--- src/ffrm_ram.sv ---
// ----------------------------------------------------------------------------
// ffrm_ram: generic simple dual port ram
// One write port, one read port with registered read data.
// ----------------------------------------------------------------------------
module ffrm_ram #(
  parameter int unsigned WIDTH = 8,
  parameter int unsigned DEPTH = 16,
  parameter int unsigned AW    = (DEPTH > 1) ? $clog2(DEPTH) : 1
) (
  input  logic             clk_i,
  input  logic             we_i,
  input  logic [AW-1:0]    waddr_i,
  input  logic [WIDTH-1:0] wdata_i,
  input  logic [AW-1:0]    raddr_i,
  output logic [WIDTH-1:0] rdata_o
);

  logic [WIDTH-1:0] mem_q [DEPTH];

  // write port and registered read
  always_ff @(posedge clk_i) begin
    if (we_i) begin
      mem_q[waddr_i] <= wdata_i;
    end
    rdata_o <= mem_q[raddr_i];
  end

endmodule

--- config.mk ---
export PLATFORM = sky130hd
export DESIGN_NAME = ffrm_ram
export DESIGN_NICKNAME = d
export VERILOG_FILES = /design/src/ffrm_ram.sv
export SDC_FILE = /design/constraint.sdc
export NUM_CORES = 1
export LEC_CHECK = 0
export ABC_AREA = 1
export BUFFER_PORTS_ARGS = -buffer_cell sky130_fd_sc_hd__buf_4
export CAP_MARGIN = 20
export CORE_MARGIN = 2
export CORE_UTILIZATION = 30
export CTS_CLUSTER_DIAMETER = 100
export CTS_CLUSTER_SIZE = 12
export DETAILED_ROUTE_END_ITERATION = 10
export PLACE_DENSITY = 0.42
export SYNTH_ARGS = -nofsm -noshare
export SYNTH_HDL_FRONTEND = slang
export SYNTH_SLANG_ARGS = --single-unit
--- constraint.sdc ---
create_clock -name clk_i -period 2.4 [get_ports clk_i]
set_input_delay 0.12 -clock clk_i [delete_from_list [all_inputs] [get_ports clk_i]]
set_output_delay 0.12 -clock clk_i [all_outputs]
set_load 0.01 [all_outputs]
Word level (Yosys, flattened, before mapping)

Memories as Yosys holds them, arrays and structs flattened. A register that Yosys moved wholly into a read port is not among the register bits.
Cells that the tools add are included.

Memory bits (writable): 128
Output and inout bits: 8
Word-level logic and storage cells: 3
Input port bits: 18
Memories: 1
Flip-flop bits (word level): 0

Multiplexer cells: 2

Memories:

| memory | depth | width | read ports | clocked after memory_dff | write ports | RTL line | text |
|---|---|---|---|---|---|---|---|
| mem_q  | 16    | 8     | 1          | 1                        | 1           | 18       | `logic [WIDTH-1:0] mem_q [DEPTH];` |

Operator list:

| cell             | number |
|---|---|
| 1-bit 2-to-1 mux | 2 |

Logic depth before layout (Yosys ltp)

Gate-level depths: netlist (run 1).

Depth in word-level cells: 2
Gate-level depth with buffers: 8
Mapped depth without buffers: 7

Least setup slack after synthesis (run 1)

OpenSTA, ideal clock, no wires.

Path kind: input port to flip-flop
From: in waddr_i[2]
To: mem mem_q[10][0], enable pin
Path slack: 1.329 ns
Buffers on the path: 0
Data required time: 2.030 ns
Arrival time: 0.701 ns
Cell stages on the path: 2
Path through: nand3b_1 nor2_1

RTL lines:

| what        | RTL line | text |
|---|---|---|
| from (decl) | 12       | `input logic [AW-1:0] waddr_i,` |
| to (decl)   | 18       |  |

No word-level cell before the write port.

Final worst setup path (run 1)

From: in waddr_i[2]
To: mem mem_q[9][5], enable pin

No word-level cell before the write port.

==> results of run 1 <==
[how the worst min path moves through the flow]
stage / end
global placement: rdata_o[2]
CTS: rdata_o[2]
finish: mem_q[0][3]
detailed placement: rdata_o[2]
global route: rdata_o[2]
floorplan: mem_q[0][0]
[synthesized netlist by cell type]
library cell  count  share of area [%]
buf_6             6                1.2
nor2_1           17                1.1
dfxtp_1           8                2.8
buf_1             1              0.065
inv_1           100                6.5
edfxtp_1        128                 67
buf_4             4               0.52
inv_2             2               0.13
nand2_1         173                 11
nand3_1          97                8.4
buf_2            13                1.1
nand3b_1          2               0.26
[power by group through the flow]
stage / logic (uW) / clock network [uW] / registers, uW
3_3_place_gp: 356 / 0 / 2720
4_1_cts: 357 / 2380 / 2670
3_5_place_dp: 355 / 0 / 2720
5_1_grt: 390 / 2480 / 2670
2_1_floorplan: 187 / 0 / 2720
6_report: 346 / 2330 / 2670
[flip-flops by register name, summed over array words and instances (netlist names)]
| register | count |
|---|---|
| mem_q | 128 |
| rdata_o | 8 |
[cell type report]
cell class	instances	share of cell area, %
antenna	1	0.0375
tap	234	4.39
multi-input combinational	289	18.2
sequential	136	60.0
timing repair buffer	32	3.79
clock inverter	3	0.262
inverter	102	5.73
clock buffer	29	7.65
[worst max-delay path, cell delays in order]
cell,delay (ns)
buf_4,0.12
nand3b_1,0.25
nor2_1,0.70
[metrics by stage]
stage | area, sq um | hold slack (ns)
after CTS | 6670 | 0.0444
final | 6680 | 0.0552
after global placement | 6150 | 0.480
after floorplan | 5770 | 0.219
after detailed placement | 6150 | 0.482
after global routing | 6670 | 0.0609
[cell families (layout without fill, tap and decap cells)]
family / Yosys count / after routing / share of synthesized area [%]
other: 0 / 1 / 0
flip-flops: 136 / 136 / 69.4
buffers and inverters: 126 / 166 / 9.52
AND/OR/NAND/NOR: 289 / 289 / 21.0
[metal layers]
metal  global-route usage (%)  vias up  routed length (um)
met5                        0        -                   0
met4                     4.85        0                 228
met3                     3.96       14                 695
met2                     22.9       73                6340
met1                     19.8     1728                6680
li1                         -     1831                   -
==> results_dict.tcl, run 1 <==
set metrics [dict create \
    outcome "complete, no violations" \
    syn_area_per_cell_sq_um 10.5 \
    clk_pin_slew_ns 0.06 \
    wl_per_cell_um 16.9 \
    cts-htree-levels 4 \
    crit_required_ns 2.43 \
    reg2reg_depth 6 \
    design.core.area_sq_um 18800 \
    cts_num_sinks 136 \
    grt_overflow_total 0 \
    numCtsBuffers 17 \
    maxCapViolCount 0 \
    cts_tree "built" \
    syn_inst 551 \
    rsz0062_at_grt "false" \
    p_sw_share_pct 21.7 \
    fin_setup_tns_ns 0 \
    fin_nets 596 \
    r2r_setup_slack_ns 1.32 \
    ys_seq_elements 136 \
    critPathKind "primary input to register" \
    fp.dieW_um 143 \
    clock_skew_ns 0.00694 \
    drcViolationCount 0 \
    endpoint_kind "register" \
    final-seq-area_sq_um 4000 \
    ys_seq_area_share_pct 69.4 \
    ios 26 \
    pwr-share-seq_pct 49.9 \
    grtUsageTotal_pct 14.7 \
    antenna_found_initial 0 \
    power_density_nw_per_um2 801 \
    area_growth_pct 15.8 \
    ys_types 12 \
    ant_nets 0 \
    dieArea_sq_um 20300 \
    clk_latency_ns 0.42 \
    multi_input_area_sq_um 1210 \
    post-cts-setup-buffers 0 \
    hold_viol_final 0 \
    arrival_ns 1.20 \
    most-common-layout-cells "nand2_1 (173), edfxtp_1 (128), inv_1 (100)" \
    r2r-start "mem_q[1][7]" \
    clkPwrFrac_pct 43.6 \
    final_core_util_pct 35.6 \
    cts_resized 0 \
    slew_headroom_pct 43.0 \
    finalWorstSetupSlack_ns 1.23 \
    placed_cells 793 \
    dieHeight_um 143 \
    max_freq_ghz 0.857 \
    dr.first_iter.drc_count 306 \
    wl_um 13900 \
    timing.rr.end "rdata_o[7]" \
    ir_drop_mv 0.482 \
    finalSetupViolations 0 \
    min_path_cells 1 \
    worst_pin_slew_ns 0.851 \
    clockRootBuffer "clkbuf_16" \
    min_from "wdata_i[3]" \
    dp_hpwl_um 8530 \
    fillCellCount 1891 \
    p_int_uw 4190 \
    vias_per_cell 4.41 \
    rows 50 \
    crit_path_end "mem_q[9][5]" \
    cts.path.max_buffers 2 \
    crit_start "waddr_i[2]" \
    drv_slew 0 \
    p_sw_uw 1160 \
    vias 3646 \
    power.total_uw 5350 \
    dr.pass1.iters 4 \
    synthesis.nets 569 \
    syn-cell-area_sq_um 5770 \
    hold_buffers 0 \
    grt_pass1_wl_um 21500 \
    pwr-share-comb_pct 6.5 \
    min_path_type "primary input to register" \
    min_period_ns 1.17 \
    start_kind "primary input" \
    fin_crit_sh_pct 48.6 \
    drive_gt1_share_pct 9.81 \
    power_leakage_uw 0.00283 \
    place_congestion 0.758 \
    synth_warnings 0 \
    post-place-ws_ns 0.734 \
    start_util_pct 30.7 \
    numPortBuffers 25 \
    grt_max_degree 65 \
    grt_pass1_vias 3592 \
    finalNonFillerCells 826 \
    final_common_cell "nand2_1" \
    cp_max_fo 8 \
]
(Power assumes the default switching activity.)
==> run 2, diff against run 1 <==
Clock period 2.4 ns to 1.2 ns, I/O delays scaled along.
==> results_dict.tcl, run 2 (synthesized netlist as in run 1, its figures left out) <==
set metrics [dict create \
    drv_slew 0 \
    cp_slowest_stage_delay_ns 0.38 \
    finalSetupViolations 0 \
    dr.pass1.iters 4 \
    largest_reg_flops 128 \
    num_antenna_cells 0 \
    cts_num_sinks 136 \
    rows 50 \
    fin_setup_tns_ns 0 \
    r2r_setup_slack_ns 0.14 \
    worst_pin_slew_ns 0.257 \
    numCtsBuffers 17 \
    rsz0062_at_grt "false" \
    cts_tree "built" \
    placed_cells 814 \
    vias_per_cell 4.36 \
    grt_pass1_vias 3783 \
    crit_cells 6 \
    cp_max_fo 1 \
    clk_latency_ns 0.42 \
    path_delay_family "simple AND/OR/NAND/NOR gates" \
    dp_hpwl_um 9200 \
    min_path_type "primary input to register" \
    cts_resized 0 \
    vias 3702 \
    arrival_ns 1.37 \
    regMostFlops "mem_q" \
    clk_pin_slew_ns 0.06 \
    power_leakage_uw 0.00301 \
    grt_pass1_wl_um 21900 \
    timing.rr.end "rdata_o[2]" \
    crit_path_end "rdata_o[2]" \
    post-cts-setup-buffers 0 \
    grtUsageTotal_pct 15.0 \
    start_util_pct 30.7 \
    endpoint_kind "register" \
    critPathBufInv 1 \
    dieArea_sq_um 20300 \
    crit_start "mem_q[1][2]" \
    max_freq_ghz 0.940 \
    drive_gt1_share_pct 13.0 \
    slew_headroom_pct 82.9 \
    wl_um 14100 \
    numPortBuffers 25 \
    hold_ws_ns 0.0133 \
    worstPathCellList "inv_1, nand2_1, nand3_1, nand3_1, nand3_1, nand2_1" \
    maxCapViolCount 0 \
    hold_viol_final 0 \
    power_density_nw_per_um2 1590 \
    cpMaxStageDelayCell "edfxtp_1" \
    r2r-start "mem_q[1][2]" \
    place_congestion 0.768 \
    wl_per_cell_um 16.6 \
    most-common-layout-cells "nand2_1 (173), edfxtp_1 (128), inv_1 (100)" \
    final_common_cell "nand2_1" \
    cts-htree-levels 4 \
    cts.path.max_buffers 2 \
    ant_nets 0 \
    drcViolationCount 0 \
    post-place-ws_ns 0.0140 \
    dieHeight_um 143 \
    start_kind "register" \
    finalWorstSetupSlack_ns 0.137 \
    outcome "complete, no violations" \
    ios 26 \
    fillCellCount 1841 \
    fin_crit_sh_pct 88.6 \
    min_period_ns 1.06 \
    design.core.area_sq_um 18800 \
    area_growth_pct 21.1 \
    clock_skew_ns 0.00676 \
    reg2reg_depth 6 \
    antenna_found_initial 0 \
    clockRootBuffer "clkbuf_16" \
    final_core_util_pct 37.2 \
    grt_overflow_total 0 \
    dr.first_iter.drc_count 303 \
    finalNonFillerCells 849 \
    critPathKind "register to register" \
    crit_required_ns 1.51 \
    fin_nets 621 \
    cp_common_cell "nand3_1" \
    ir_drop_mv 1.00 \
    reg_top3 "mem_q (128), rdata_o (8)" \
    grt_max_degree 38 \
    fp.dieW_um 143 \
]
## run 2: worst min path at each step
| stage | to | start | slack (ns) | depth (start not counted) |
|---|---|---|---|---|
| after global placement | rdata_o[4] | raddr_i[3] | 0.39 | 3 |
| after detailed placement | rdata_o[6] | raddr_i[3] | 0.39 | 3 |
| final | mem_q[13][4] | wdata_i[4] | 0.01 | 1 |
| after global routing | mem_q[15][0] | wdata_i[0] | 0.01 | 1 |
| after CTS | mem_q[13][0] | wdata_i[0] | 0.01 | 1 |
| after floorplan | mem_q[0][0] | wdata_i[0] | 0.16 | 0 |
## run 2: report_power, final
| group | total (uW) | switching (uW) | internal, uW | leakage (uW) |
|---|---|---|---|---|
| clock network | 5020 | 1820 | 3210 | 0.000280 |
| logic | 753 | 481 | 273 | 0.00151 |
| registers | 5350 | 35.7 | 5310 | 0.00122 |
## run 2: timing repair
item,CTS,global route
hold buffers,4,0
endpoints found under the setup margin,0,0
endpoints found under the hold margin,36,0
## run 2: metrics by stage
stage          instance area (sq um)  total power (uW)
6_report                        6990             11100
5_1_grt                         6990             11500
4_1_cts                         6990             11300
3_5_place_dp                    6380              6210
3_3_place_gp                    6380              6220
2_1_floorplan                   5770              5820
## run 2: layer usage
layer	part of all wire [%]	global-route usage, %	wire length [um]
met1	46	19.7	6440
met2	50	24.8	6970
met5	0	0	0
met4	0.98	4.53	138
met3	3.7	3.62	527
## run 2: layout make-up
type                            instances  area, sq um  share of cell area (%)
Timing Repair Buffer                   57          526                    7.52
Sequential cell                       136         4000                    57.3
Tap cell                              234          293                    4.19
Clock inverter                         12          134                    1.92
Multi-Input combinational cell        289         1210                    17.4
Inverter                              102          383                    5.48
Clock buffer                           19          433                    6.20
==> run 3, diff against run 2 <==
Clock period 1.2 ns to 1 ns, I/O delays scaled along.
==> results_dict.tcl, run 3 (synthesized netlist as in run 1, its figures left out) <==
set metrics [dict create \
    outcome "complete, no violations" \
    numPortBuffers 25 \
    dr.first_iter.drc_count 203 \
    arrival_ns 1.33 \
    cp_max_fo 9 \
    power_leakage_uw 0.00312 \
    multi_input_area_sq_um 1430 \
    reg2reg_depth 6 \
    clk_pin_slew_ns 0.06 \
    area_growth_pct 26.1 \
    crit_required_ns 1.36 \
    vias 3861 \
    cts_tree "built" \
    cts.path.max_buffers 2 \
    fillCellCount 1859 \
    ant_nets 0 \
    place_congestion 0.777 \
    dr.pass1.iters 4 \
    hold_ws_ns 0.0191 \
    ios 26 \
    min_period_ns 0.965 \
    clock_skew_ns 0.00869 \
    grt_max_degree 38 \
    antenna_found_initial 0 \
    worst_pin_slew_ns 0.297 \
    power_density_nw_per_um2 1820 \
    num_antenna_cells 0 \
    dieArea_sq_um 20300 \
    wl_um 15000 \
    numCtsBuffers 17 \
    cts_num_sinks 136 \
    fp.dieW_um 143 \
    reg_top3 "mem_q (128), rdata_o (8)" \
    regMostFlops "mem_q" \
    ir_drop_mv 1.06 \
    min_path_cells 1 \
    cts-htree-levels 4 \
    start_util_pct 30.7 \
    slew_headroom_pct 80.1 \
    finalSetupViolations 0 \
    largest_reg_flops 128 \
    fin_crit_sh_pct 96.5 \
    rows 50 \
    dieHeight_um 143 \
    start_kind "primary input" \
    most-common-layout-cells "nand2_1 (169), edfxtp_1 (128), inv_1 (96)" \
    final_common_cell "nand2_1" \
    max_freq_ghz 1.04 \
    design.core.area_sq_um 18800 \
    drcViolationCount 0 \
    vias_per_cell 4.48 \
    fin_setup_tns_ns 0 \
    finalWorstSetupSlack_ns 0.0345 \
    critPathKind "primary input to register" \
    fin_nets 632 \
    min_path_type "primary input to register" \
    clockRootBuffer "clkbuf_16" \
    grt_overflow_total 0 \
    clk_latency_ns 0.42 \
    grtUsageTotal_pct 15.8 \
    drive_gt1_share_pct 21.4 \
    post-cts-setup-buffers 0 \
    wl_per_cell_um 17.4 \
    rsz0062_at_grt "true" \
    maxCapViolCount 0 \
    endpoint_kind "register" \
    dp_hpwl_um 9710 \
    hold_viol_final 0 \
    grt_pass1_wl_um 22800 \
    drv_slew 0 \
    final-seq-area_sq_um 4010 \
    post-place-ws_ns -0.177 \
    grt_pass1_vias 3936 \
]
run 3: what timing repair did:
action	in CTS	in global routing
gates resized for setup	6	44
pin swaps	1	24
hold buffers	6	0
hold endpoints to repair	58	0
setup endpoints to repair	5	9
run 3: layout make-up:
| class | count | area share, % |
|---|---|---|
| clock buffers | 27 | 6.64 |
| clock inverters | 5 | 0.706 |
| inverters | 102 | 5.27 |
| multi-input cells | 289 | 19.6 |
| flip-flops and latches | 136 | 55.1 |
| well taps | 234 | 4.03 |
| repair buffers | 68 | 8.61 |
run 3: path summary, 6_finish.rpt:
path,start,to,slack [ns]
hold / removal,wdata_i[5],mem_q[5][5],0.02
hold reg to reg,mem_q[12][5],rdata_o[5],0.66
setup / recovery,raddr_i[3],rdata_o[7],0.03
setup reg to reg,mem_q[5][7],rdata_o[7],0.05
run 3: report_power, final:
group | switching [uW] | internal [uW]
Sequential | 42.6 | 6380
Combinational | 650 | 391
Clock | 2220 | 3530
run 3: metrics by stage:
stage                     instance area, sq um  power, uW  util [%]  std cells
after global routing                      7270      13700      38.7        861
after CTS                                 7080      13300      37.7        861
final                                     7270      13200      38.7        861
after floorplan                           5770       6990         -        551
after global placement                    6460       7500      34.4        823
after detailed placement                  6460       7490      34.4        823
run 3: critical path, cell delays in order:
cell           delay, ns
dlygate4sd3_1       0.54
buf_4               0.18
inv_2               0.13
buf_4               0.19
nand3_2             0.14
nand2_1             0.09
run 3: metal layers:
metal / GRT usage, % / wire length, um / vias to the layer above
li1: - / - / 1896
met1: 19.8 / 6760 / 1869
met2: 26.7 / 7400 / 74
met3: 3.59 / 572 / 22
met4: 6.20 / 278 / 0
met5: 0 / 0 / -
