**config.mk**
```make
export PLATFORM = sky130hd
export DESIGN_NAME = ffrm_div
export DESIGN_NICKNAME = d
export VERILOG_FILES = /design/src/ffrm_pkg.sv /design/src/ffrm_div.sv
export SDC_FILE = /design/constraint.sdc
export NUM_CORES = 1
export LEC_CHECK = 0
export ABC_AREA = 1
export BUFFER_PORTS_ARGS = -buffer_cell sky130_fd_sc_hd__buf_2
export CORE_MARGIN = 3
export CORE_UTILIZATION = 55
export DETAILED_ROUTE_END_ITERATION = 12
export PLACE_DENSITY_LB_ADDON = 0.05
export SKIP_LAST_GASP = 1
export SYNTH_ARGS = -nofsm -noshare
export SYNTH_HDL_FRONTEND = slang
export SYNTH_SLANG_ARGS = --single-unit
export TNS_END_PERCENT = 50
```
**constraint.sdc**
```tcl
create_clock -name clk_i -period 3.73 [get_ports clk_i]
set_input_delay 0.9325 -clock clk_i [delete_from_list [all_inputs] [get_ports clk_i]]
set_output_delay 0.9325 -clock clk_i [all_outputs]
set_load 0.03 [all_outputs]
```
**src/ffrm_pkg.sv**
```systemverilog
// ----------------------------------------------------------------------------
// ffrm_pkg: shared types and constants of the force request mixer
// Beat layouts, slot entry layout, item kinds, effect types, status codes.
// ----------------------------------------------------------------------------
package ffrm_pkg;

  // slot table geometry
  localparam int unsigned SLOTS  = 16;
  localparam int unsigned SLOT_W = (SLOTS > 1) ? $clog2(SLOTS) : 1;

  // endless duration of a constant request
  localparam logic [23:0] ENDLESS = 24'hFFFFFF;

  // shared divider geometry
  localparam int unsigned DIV_NW = 39;
  localparam int unsigned DIV_DW = 25;
  localparam int unsigned DIV_CW = $clog2(DIV_NW);

  // item kinds
  localparam logic [2:0] KIND_SUBMIT = 3'd0;
  localparam logic [2:0] KIND_SET    = 3'd1;
  localparam logic [2:0] KIND_REMOVE = 3'd2;
  localparam logic [2:0] KIND_TICK   = 3'd3;
  localparam logic [2:0] KIND_CLEAR  = 3'd4;
  localparam logic [2:0] KIND_ENABLE = 3'd5;
  localparam logic [2:0] KIND_LOOKUP = 3'd6;

  // effect types
  localparam logic [1:0] EFF_CONST = 2'd0;
  localparam logic [1:0] EFF_FADE  = 2'd1;
  localparam logic [1:0] EFF_ALT   = 2'd2;
  localparam logic [1:0] EFF_BAD   = 2'd3;

  // result status codes
  localparam logic [1:0] STAT_OK   = 2'd0;
  localparam logic [1:0] STAT_MISS = 2'd1;
  localparam logic [1:0] STAT_FULL = 2'd2;

  typedef struct packed {
    logic [2:0]         kind;
    logic [31:0]        request_id;
    logic               channel;
    logic [1:0]         effect_type;
    logic               start_second;
    logic signed [15:0] value_a;
    logic signed [15:0] value_b;
    logic [23:0]        period_a;
    logic [23:0]        period_b;
    logic [23:0]        duration;
    logic [15:0]        delta_time;
    logic               enable_value;
  } in_t;

  typedef struct packed {
    logic [1:0]         status;
    logic [31:0]        assigned_id;
    logic               drive_valid;
    logic               drive_channel;
    logic signed [15:0] drive_level;
    logic               last_result;
  } out_t;

  typedef struct packed {
    logic [31:0]        ident;
    logic               channel;
    logic [1:0]         etype;
    logic               order;
    logic signed [15:0] level_a;
    logic signed [15:0] level_b;
    logic [23:0]        span_a;
    logic [23:0]        span_b;
    logic [24:0]        limit;
    logic [24:0]        progress;
  } entry_t;

  localparam int unsigned ENTRY_W = $bits(entry_t);

endpackage

```
**src/ffrm_div.sv**
```systemverilog
// ----------------------------------------------------------------------------
// ffrm_div: iterative unsigned divider
// Restoring division, one quotient bit per cycle, quotient and remainder.
// ----------------------------------------------------------------------------
module ffrm_div (
  input  logic                        clk_i,
  input  logic                        rst_ni,
  input  logic                        start_i,
  input  logic [ffrm_pkg::DIV_NW-1:0] dividend_i,
  input  logic [ffrm_pkg::DIV_DW-1:0] divisor_i,
  output logic                        busy_o,
  output logic                        done_o,
  output logic [ffrm_pkg::DIV_NW-1:0] quo_o,
  output logic [ffrm_pkg::DIV_DW-1:0] rem_o
);
  import ffrm_pkg::*;

  logic              busy_q, busy_d;
  logic              done_q, done_d;
  logic [DIV_CW-1:0] cnt_q, cnt_d;
  logic [DIV_NW-1:0] quo_q, quo_d;
  logic [DIV_DW-1:0] rem_q, rem_d;
  logic [DIV_DW-1:0] dsr_q, dsr_d;
  logic [DIV_DW:0]   shifted;
  logic              ge;

  // one restoring step
  assign shifted = {rem_q, quo_q[DIV_NW-1]};
  assign ge      = shifted >= {1'b0, dsr_q};

  always_comb begin
    busy_d = busy_q;
    done_d = 1'b0;
    cnt_d  = cnt_q;
    quo_d  = quo_q;
    rem_d  = rem_q;
    dsr_d  = dsr_q;
    if (start_i) begin
      busy_d = 1'b1;
      cnt_d  = DIV_CW'(DIV_NW - 1);
      quo_d  = dividend_i;
      rem_d  = '0;
      dsr_d  = divisor_i;
    end else if (busy_q) begin
      quo_d = {quo_q[DIV_NW-2:0], ge};
      rem_d = ge ? DIV_DW'(shifted - {1'b0, dsr_q}) : shifted[DIV_DW-1:0];
      cnt_d = cnt_q - 1'b1;
      if (cnt_q == '0) begin
        busy_d = 1'b0;
        done_d = 1'b1;
      end
    end
  end

  // control
  always_ff @(posedge clk_i or negedge rst_ni) begin
    if (!rst_ni) begin
      busy_q <= 1'b0;
      done_q <= 1'b0;
    end else begin
      busy_q <= busy_d;
      done_q <= done_d;
    end
  end

  // datapath
  always_ff @(posedge clk_i) begin
    cnt_q <= cnt_d;
    quo_q <= quo_d;
    rem_q <= rem_d;
    dsr_q <= dsr_d;
  end

  assign busy_o = busy_q;
  assign done_o = done_q;
  assign quo_o  = quo_q;
  assign rem_o  = rem_q;

endmodule

```
# == Word level (Yosys, flattened, before mapping) ==
# Cells that the tools add are included.
# word_totals
register_bits,97
inputBits,67
out_inout_bits,66
word_cells,20
# classes
addsub,2
order_cmp,1
muxes,9
n_reduce_logical,2
# ops
op,count
39-bit two-way mux,2
26-bit by 25-bit greater-or-equal comparator with 1-bit output,1
25-bit two-way mux,1
25-bit subtractor,1
6-bit zero test,1
1-bit two-way mux,6
6-bit by 1-bit subtractor with 6-bit output (second input constant),1
2-bit nonzero test,1

# == Depth between registers and ports, before layout ==
# Gate-level depths: netlist of the first run.
# depth
depth_word,4
ltp_mapped,15
mapped_depth_nobuf,15

# == Least setup slack after synthesis of the first run ==
# No wires, ideal clock.
# synth_path
path_kind,in2reg
start,input start_i
end,"register quo_q[0] (netlist: quo_o[0]), enable pin"
setup_time_ns,0.419
arrival_time_ns,2.691
required_ns,3.311
setup_slack_ns,0.621
stages,4
n_path_buf,2
path_cell_list,clkbuf_1 -> nor2_1 -> inv_1 -> clkbuf_1
# synth_via
elab_chain_cells,1
# synth_rtl
element,line,rtl
"start, declared",ffrm_div.sv:8,"input logic start_i,"
2-bit nonzero test (no line),--,
"end signal, assigned",ffrm_div.sv:69,quo_q <= quo_d;
"end, declared",ffrm_div.sv:21,"logic [DIV_NW-1:0] quo_q, quo_d;"
# No other way between the ends.
# A chain may end at the register's enable or synchronous reset.

# == Worst setup path after layout of the first run ==
# layout_path
start,register quo_q[38] (netlist: quo_o[38])
end,register rem_q[2] (netlist: rem_o[2])
# layout_via
elab_chain_cells,2
# layout_rtl
element,line,rtl
25-bit subtractor or 26-bit by 25-bit greater-or-equal comparator with 1-bit output (tied branches),"ffrm_div.sv:46, ffrm_div.sv:29",
25-bit two-way mux (*),ffrm_div.sv:46,"rem_d = ge ? DIV_DW'(shifted - {1'b0, dsr_q}) : shifted[DIV_DW-1:0];"
"end signal, assigned",ffrm_div.sv:70,rem_q <= rem_d;
"end, declared",ffrm_div.sv:22,"logic [DIV_DW-1:0] rem_q, rem_d;"
# Mark *: on every way between the ends. The rest lies on a longest branch, timed or not.

==> flow_summary.toml, run 1 <==
[outcome]
status = "finished, final reports clean"

[placed_design]
gp_congestion = 0.959
dpl.cell_count = 1073
dp_hpwl_mm = 11.1
post_dp_cell_area_um2 = 6750
port_buffers = 132

[yosys]
synth_nets = 913
yosys_warnings = 0
ys_seq_area_share_pct = 43.3
synth_edf_count = 64
synth_ff_type = "edfxtp_1"
yosys-top-cells-area = "edfxtp_1 32%, nand2_1 21%, dfxtp_1 10%"
synth_top_area_share_pct = 32.1
yosysUniqueCellTypes = 38
syn_avg_cell_area_um2 = 7.32
synthArstFlopShare_pct = 2.06
synth_area_um2 = 5990
ys_seq_elements = 97
synth_area_leader_cell = "edfxtp_1"
syn_inst = 818

[layout]
multiInputGateArea_um2 = 2740
fin_cells = 1089
drive_above_1_share_pct = 18.8
layout.nets = 1043
ff_latch_area_um2 = 2590
syn_to_final_growth_pct = 16.5
n_fill_cell = 995
antennaDiodeCount = 0
fin_area_um2 = 6980

[worst_setup_path]
cp.arrival_ns = 2.82
crit_type = "reg2reg"
path_cells = "inv_1 > ha_1 > inv_1 > fa_1 > nand3_1 > nand3_2 > nand3b_4 > nand2_8 > nand2_1 > nand3_1 > o21ai_1"
required_ns = 4.02
slowest_stage = "fa_1"
worst-path-max-fanout = 28
endpoint_kind = "register"
max_stage_delay_ns = 0.46
start_kind = "register"

[global_route]
grt_overflow = 0
grt_pass1_wl_mm = 24.5
grt_pass1_vias = 5307
grt_max_degree = 38
antenna_found_initial = 0
grtUsageTotal_pct = 25.7

[sta]
setup_violations = 0
slew_violations = 0
fin_skew_ns = 0.0116
relSlewSlack_pct = 38.5
worst_slew_pin_slew_ns = 0.918
clock.fmax_mhz = 396
final.setup.tns_ns = 0
rsz0062_at_grt = "false"
finalHoldViolations = 0
period_share_pct = 67.8
finalCriticalPeriod_ns = 2.53

[clock_network]
clockBufferDepth = 2
ctsHoldBuffers = 0
postCtsSetupBuffers = 0
cts_htree_levels = 3
numCtsBuffers = 9
cts_tree = "built"
clkTransAtPathRegs_ns = 0.10
clk_latency_ns = 0.37
ctsResizeCount = 0
cts-root-buf = "clkbuf_8"
cts.sinks = 97

[worst_hold_path]
hp-class = "in2async"

[detailed_routing]
vias = 5480
route.detailed.drc = 0
drtIter0Drc = 317
drtPass1Iterations = 5
finalWirelength_mm = 14.9
wl_per_cell_um = 13.7
vias_per_cell = 5.03
postRouteAntennaNets = 0

[floorplanning]
die_y_um = 110
initial_core_util_pct = 57.2
die-area_um2 = 12200
io_pins = 133
die_x_um = 110
fp-row-count = 37
coreArea_um2 = 10500

[pwr]
leakagePower_nw = 3.84
power_density_nw_per_um2 = 698
irDropWorstVdd_uv = 330

[run]
drv_cap = 0
flip-flops by register name (all words and copies together) (netlist names):
| register | count |
|---|---|
| done_o | 1 |
| cnt_q | 6 |
| rem_o | 25 |
| dsr_q | 25 |
| quo_o | 39 |
| busy_o | 1 |
metal layers:
layer	part of all wire (%)	wire, um	GRT usage, %	vias up
li1	-	-	-	2815
met1	44	6570	33.4	2464
met2	46	6930	41.9	169
met3	7.2	1070	6.12	32
met4	2.5	368	9.15	0
met5	0	0	0	-
placed cells by master (no fill, tap or decap), types with 22 or more instances in the layout:
master / count
nor2_1: 29
nand2_1: 327
inv_1: 137
buf_2: 132
nand3_1: 72
ha_1: 27
a21oi_1: 22
edfxtp_1: 64
dfxtp_1: 31
synthesized netlist by cell type (4+ instances only):
cell / count
a21oi_1: 22
buf_6: 4
clkbuf_1: 11
dfxtp_1: 31
edfxtp_1: 64
ha_1: 27
inv_1: 138
inv_2: 4
nand2_1: 327
nand2_2: 6
nand3_1: 72
nand3b_1: 7
nand4_1: 7
nor2_1: 29
nor2_2: 5
nor3_1: 9
o21ai_0: 10
o21ai_1: 9
xnor2_1: 10
worst paths after layout:
kind / from / to / slack [ns] / cells after the start
max: quo_o[38]$_DFFE_PP_ / rem_o[2]$_SDFFE_PP0P_ / 1.20 / 11
min in group clk_i: cnt_q[0]$_SDFFE_PP0P_ / cnt_q[0]$_SDFFE_PP0P_ / 0.48 / 2
min: rst_ni / done_o$_DFF_PN0_ / 0.33 / 1
min reg2reg: cnt_q[0]$_SDFFE_PP0P_ / cnt_q[0]$_SDFFE_PP0P_ / 0.48 / 2
max reg2reg: quo_o[38]$_DFFE_PP_ / rem_o[2]$_SDFFE_PP0P_ / 1.20 / 11
max in group asynchronous: rst_ni / busy_o$_DFF_PN0_ / 3.31 / 1
report_power, final:
group	leakage, nW	internal (mW)	switching [mW]
combinational	2.78	0.854	1.73
clock	0.110	0.385	0.398
sequential	0.952	1.35	0.151
total	3.84	2.59	2.28
cells by family (layout without fill, tap and decap cells):
family | Yosys count | in the layout | synth area share [%]
AO/OA/AOI/OAI | 46 | 46 | 4.20
XOR/XNOR | 11 | 11 | 1.61
adder cells (fa/ha/maj) | 28 | 28 | 5.98
buffers and inverters | 163 | 298 | 10.9
flip-flops | 97 | 97 | 43.3
AND/OR/NAND/NOR | 473 | 473 | 34.0
stage by stage:
stage	total power [mW]	setup slack, ns	hold WS [ns]	utilization (%)
after global placement	4.07	1.08	0.453	64.5
after global routing	5.32	1.07	0.307	66.7
after detailed placement	4.09	1.04	0.461	64.5
after floorplan	3.52	0.621	0.445	-
after CTS	4.89	1.20	0.316	66.7
final	4.87	1.20	0.329	66.7
final cells by class:
class                           count  share of cell area, %
Clock buffer                        9                   1.78
Clock inverter                      7                   1.43
Inverter                          144                   7.75
Multi-Input combinational cell    558                   39.3
Sequential cell                    97                   37.2
Tap cell                          136                   2.44
Timing Repair Buffer              138                   10.1
critical path: cells and delay by family, from the launching register on:
family,cells,cell delay [ns]
AO/OA/AOI/OAI,1,0.11
buffers and inverters,2,0.21
adder cells (fa/ha/maj),2,0.61
AND/OR/NAND/NOR,6,1.09
flip-flops,1,0.44
Power figures use the tool's default switching activity.
==> run 2, diff against run 1 <==
--- a/config.mk
+++ b/config.mk
@@ -5,10 +5,10 @@
 export SDC_FILE = /design/constraint.sdc
 export NUM_CORES = 1
 export LEC_CHECK = 0
-export ABC_AREA = 1
+export ABC_AREA = 0
 export BUFFER_PORTS_ARGS = -buffer_cell sky130_fd_sc_hd__buf_2
 export CORE_MARGIN = 3
-export CORE_UTILIZATION = 55
+export CORE_UTILIZATION = 53
 export DETAILED_ROUTE_END_ITERATION = 12
 export PLACE_DENSITY_LB_ADDON = 0.05
 export SKIP_LAST_GASP = 1
==> constraint.sdc (replaced) <==
create_clock -name clk_i -period 2.5 [get_ports clk_i]
set_input_delay 0.625 -clock clk_i [delete_from_list [all_inputs] [get_ports clk_i]]
set_output_delay 0.625 -clock clk_i [all_outputs]
set_load 0.03 [all_outputs]
==> flow_summary.toml, run 2 <==
[worst_setup_path]
ff2ff_path_depth = 13
critPathBufInv = 2
crit_type = "reg2reg"
worst-path-max-fanout = 5
required_ns = 2.76
slowest_stage = "or4_4"
r2r-end = "rem_o[17]$_SDFFE_PP0P_"
start_kind = "register"
path_cells = "inv_1 > ha_2 > inv_2 > fa_2 > a21o_1 > a311oi_1 > o31a_1 > a211oi_2 > o21ai_1 > or4_4 > and2_4 > a32o_1 > o21bai_1"
cp.depth = 13
endpoint_kind = "register"
cp.arrival_ns = 3.08
r2r-start = "quo_o[38]$_DFFE_PP_"
r2r_slack_ns = -0.33
crit_family = "compound AO/OA/AOI/OAI gates"
max_stage_delay_ns = 0.48

[sta]
setup_violations = 26
finalCriticalPeriod_ns = 2.83
slew_violations = 0
final.setup.worst_slack_ns = -0.325
final.setup.tns_ns = -7.12
worst_slew_pin_slew_ns = 0.644
period_share_pct = 113
clock.fmax_mhz = 354
relSlewSlack_pct = 56.5
rsz0062_at_grt = "true"
fin_skew_ns = 0.0125
finalHoldViolations = 0

[yosys]
synth_area_um2 = 5180
yosys-top-cells-area = "edfxtp_1 37%, dfxtp_1 12%, mux2_2 8.5%"
syn_inst = 457
yosysUniqueCellTypes = 53
yosys-top-cells-count = "64 x edfxtp_1, 39 x mux2_2, 39 x nor2_1, 31 x dfxtp_1, 30 x inv_1"
synthArstFlopShare_pct = 2.06
synth.most_common_cell = "edfxtp_1"
yosys_warnings = 0
syn_avg_cell_area_um2 = 11.3
synth_nets = 552
synth_top_area_share_pct = 37.1
synth_area_leader_cell = "edfxtp_1"
synth_edf_count = 64
synth_ff_type = "edfxtp_1"
ys_seq_area_share_pct = 50.1
ys_seq_elements = 97

[pwr]
irDropWorstVdd_uv = 457
leakagePower_nw = 3.08
power_density_nw_per_um2 = 863

[global_route]
grt_use_met3_pct = 6.18
grt_overflow = 0
grt_pass1_vias = 4378
use_met1_pct = 28.1
met2_usage_pct = 38.4
grt_pass1_wl_mm = 20.4
grt_max_degree = 31
antenna_found_initial = 0
grtUsageTotal_pct = 22.6
busiest_layer = "met2"

[outcome]
violations = "setup timing"
status = "finished with violations"

[layout]
n_fill_cell = 749
fin_cells = 799
antennaDiodeCount = 0
multiInputGateArea_um2 = 2470
final_cell_mix = "131 x buf_2, 77 x buf_4, 64 x edfxtp_1"
drive_above_1_share_pct = 42.7
syn_to_final_growth_pct = 31.4
ff_latch_area_um2 = 2590
largest_reg_flops = 39
layout.nets = 760
final_common_cell = "buf_2"

[detailed_routing]
finalWirelength_mm = 12.4
route.detailed.drc = 0
vias_per_cell = 5.39
vias = 4310
drtIter0Drc = 185
wl_per_cell_um = 15.5
drtPass1Iterations = 7
postRouteAntennaNets = 0

[clock_network]
clockBufferDepth = 2
cts_tree = "built"
clk_latency_ns = 0.36
ctsHoldBuffers = 0
cts-root-buf = "clkbuf_8"
clkTransAtPathRegs_ns = 0.10
cts_htree_levels = 3
cts.sinks = 97
numCtsBuffers = 9

[run]
drv_cap = 0

[placed_design]
dpl.cell_count = 777
gp_congestion = 0.900
dp_hpwl_mm = 9.39
port_buffers = 132

[floorplanning]
coreArea_um2 = 9370
fp-row-count = 35
die-area_um2 = 11000
die_x_um = 105
io_pins = 133
initial_core_util_pct = 55.2
die_y_um = 105

[worst_hold_path]
hp-class = "in2async"
==> run 2: changes by cell type in the layout (fill, tap and decap cells not counted), moves of 18 or more <==
cell      change
nand2_1     -309
a211oi_1     +18
mux2_2       +39
inv_1       -110
nand3_1      -67
buf_4        +71
==> run 2: logic make-up (layout without fill, tap and decap cells) <==
logic type,Yosys count,count (layout),share of synthesized area [%]
AND/OR/NAND/NOR,103,104,9.94
multiplexers,55,55,11.6
AO/OA/AOI/OAI,102,102,13.2
XOR/XNOR,27,27,4.57
adder cells (fa/ha/maj),28,28,6.91
flip-flops,97,97,50.1
buffers and inverters,45,257,3.75
==> run 2: layout make-up <==
| cell class | instances | area share [%] |
|---|---|---|
| Multi-Input combinational cell | 316 | 36.4 |
| Inverter | 30 | 1.66 |
| Timing Repair Buffer | 211 | 18.8 |
| Clock buffer | 10 | 1.88 |
| Tap cell | 129 | 2.37 |
| Clock inverter | 6 | 0.846 |
| Sequential cell | 97 | 38.1 |
==> run 2: worst reg2reg max path, delay by kind of cell (launching register included) <==
kind | cells | cell delay [ns]
AO/OA/AOI/OAI | 7 | 1.20
buffers and inverters | 2 | 0.11
flip-flops | 1 | 0.36
adder cells (fa/ha/maj) | 2 | 0.37
AND/OR/NAND/NOR | 2 | 0.68
==> run 2: repair_timing <==
| action | 4_1_cts | 5_1_grt |
|---|---|---|
| buffers inserted | 4 | 3 |
| endpoints found under the hold margin | 0 | 0 |
| gates resized for setup | 4 | 14 |
| cloned | 1 | 0 |
| pin swaps | 6 | 12 |
| endpoints found under the setup margin | 26 | 26 |
==> run 2: worst max-delay path by stage <==
| stage | startpoint | to |
|---|---|---|
| floorplan | quo_o[38]$_DFFE_PP_ | quo_o[0]$_DFFE_PP_ |
| global placement | quo_o[38]$_DFFE_PP_ | rem_o[17]$_SDFFE_PP0P_ |
| detailed placement | quo_o[38]$_DFFE_PP_ | rem_o[22]$_SDFFE_PP0P_ |
| CTS | dsr_q[4]$_DFFE_PP_ | rem_o[21]$_SDFFE_PP0P_ |
| global route | quo_o[38]$_DFFE_PP_ | rem_o[10]$_SDFFE_PP0P_ |
| finish | quo_o[38]$_DFFE_PP_ | rem_o[17]$_SDFFE_PP0P_ |
==> run 2: power breakdown <==
part | switching [mW] | internal (mW)
clock | 0.593 | 0.386
combinational | 1.51 | 1.27
sequential | 0.151 | 1.95
==> run 2: through the flow <==
step                      instance area, um2  hold WS (ns)  power [mW]  utilization (%)  setup slack, ns
after floorplan                         5190         0.329        3.83                -           -0.675
after global placement                  6490         0.420        4.73             69.3           -0.347
after detailed placement                6490         0.423        4.79             69.3           -0.419
after CTS                               6730        0.0369        5.81             71.8           -0.329
after global routing                    6800        0.0263        6.21             72.6           -0.511
final                                   6800        0.0441        5.87             72.6           -0.325
==> run 2: metal layers <==
metal  vias to the layer above  share of wire [%]
met1                      2037                 42
li1                       2101                  -
met2                       145                 49
met5                         -                  0
met3                        27                6.6
met4                         0                2.3
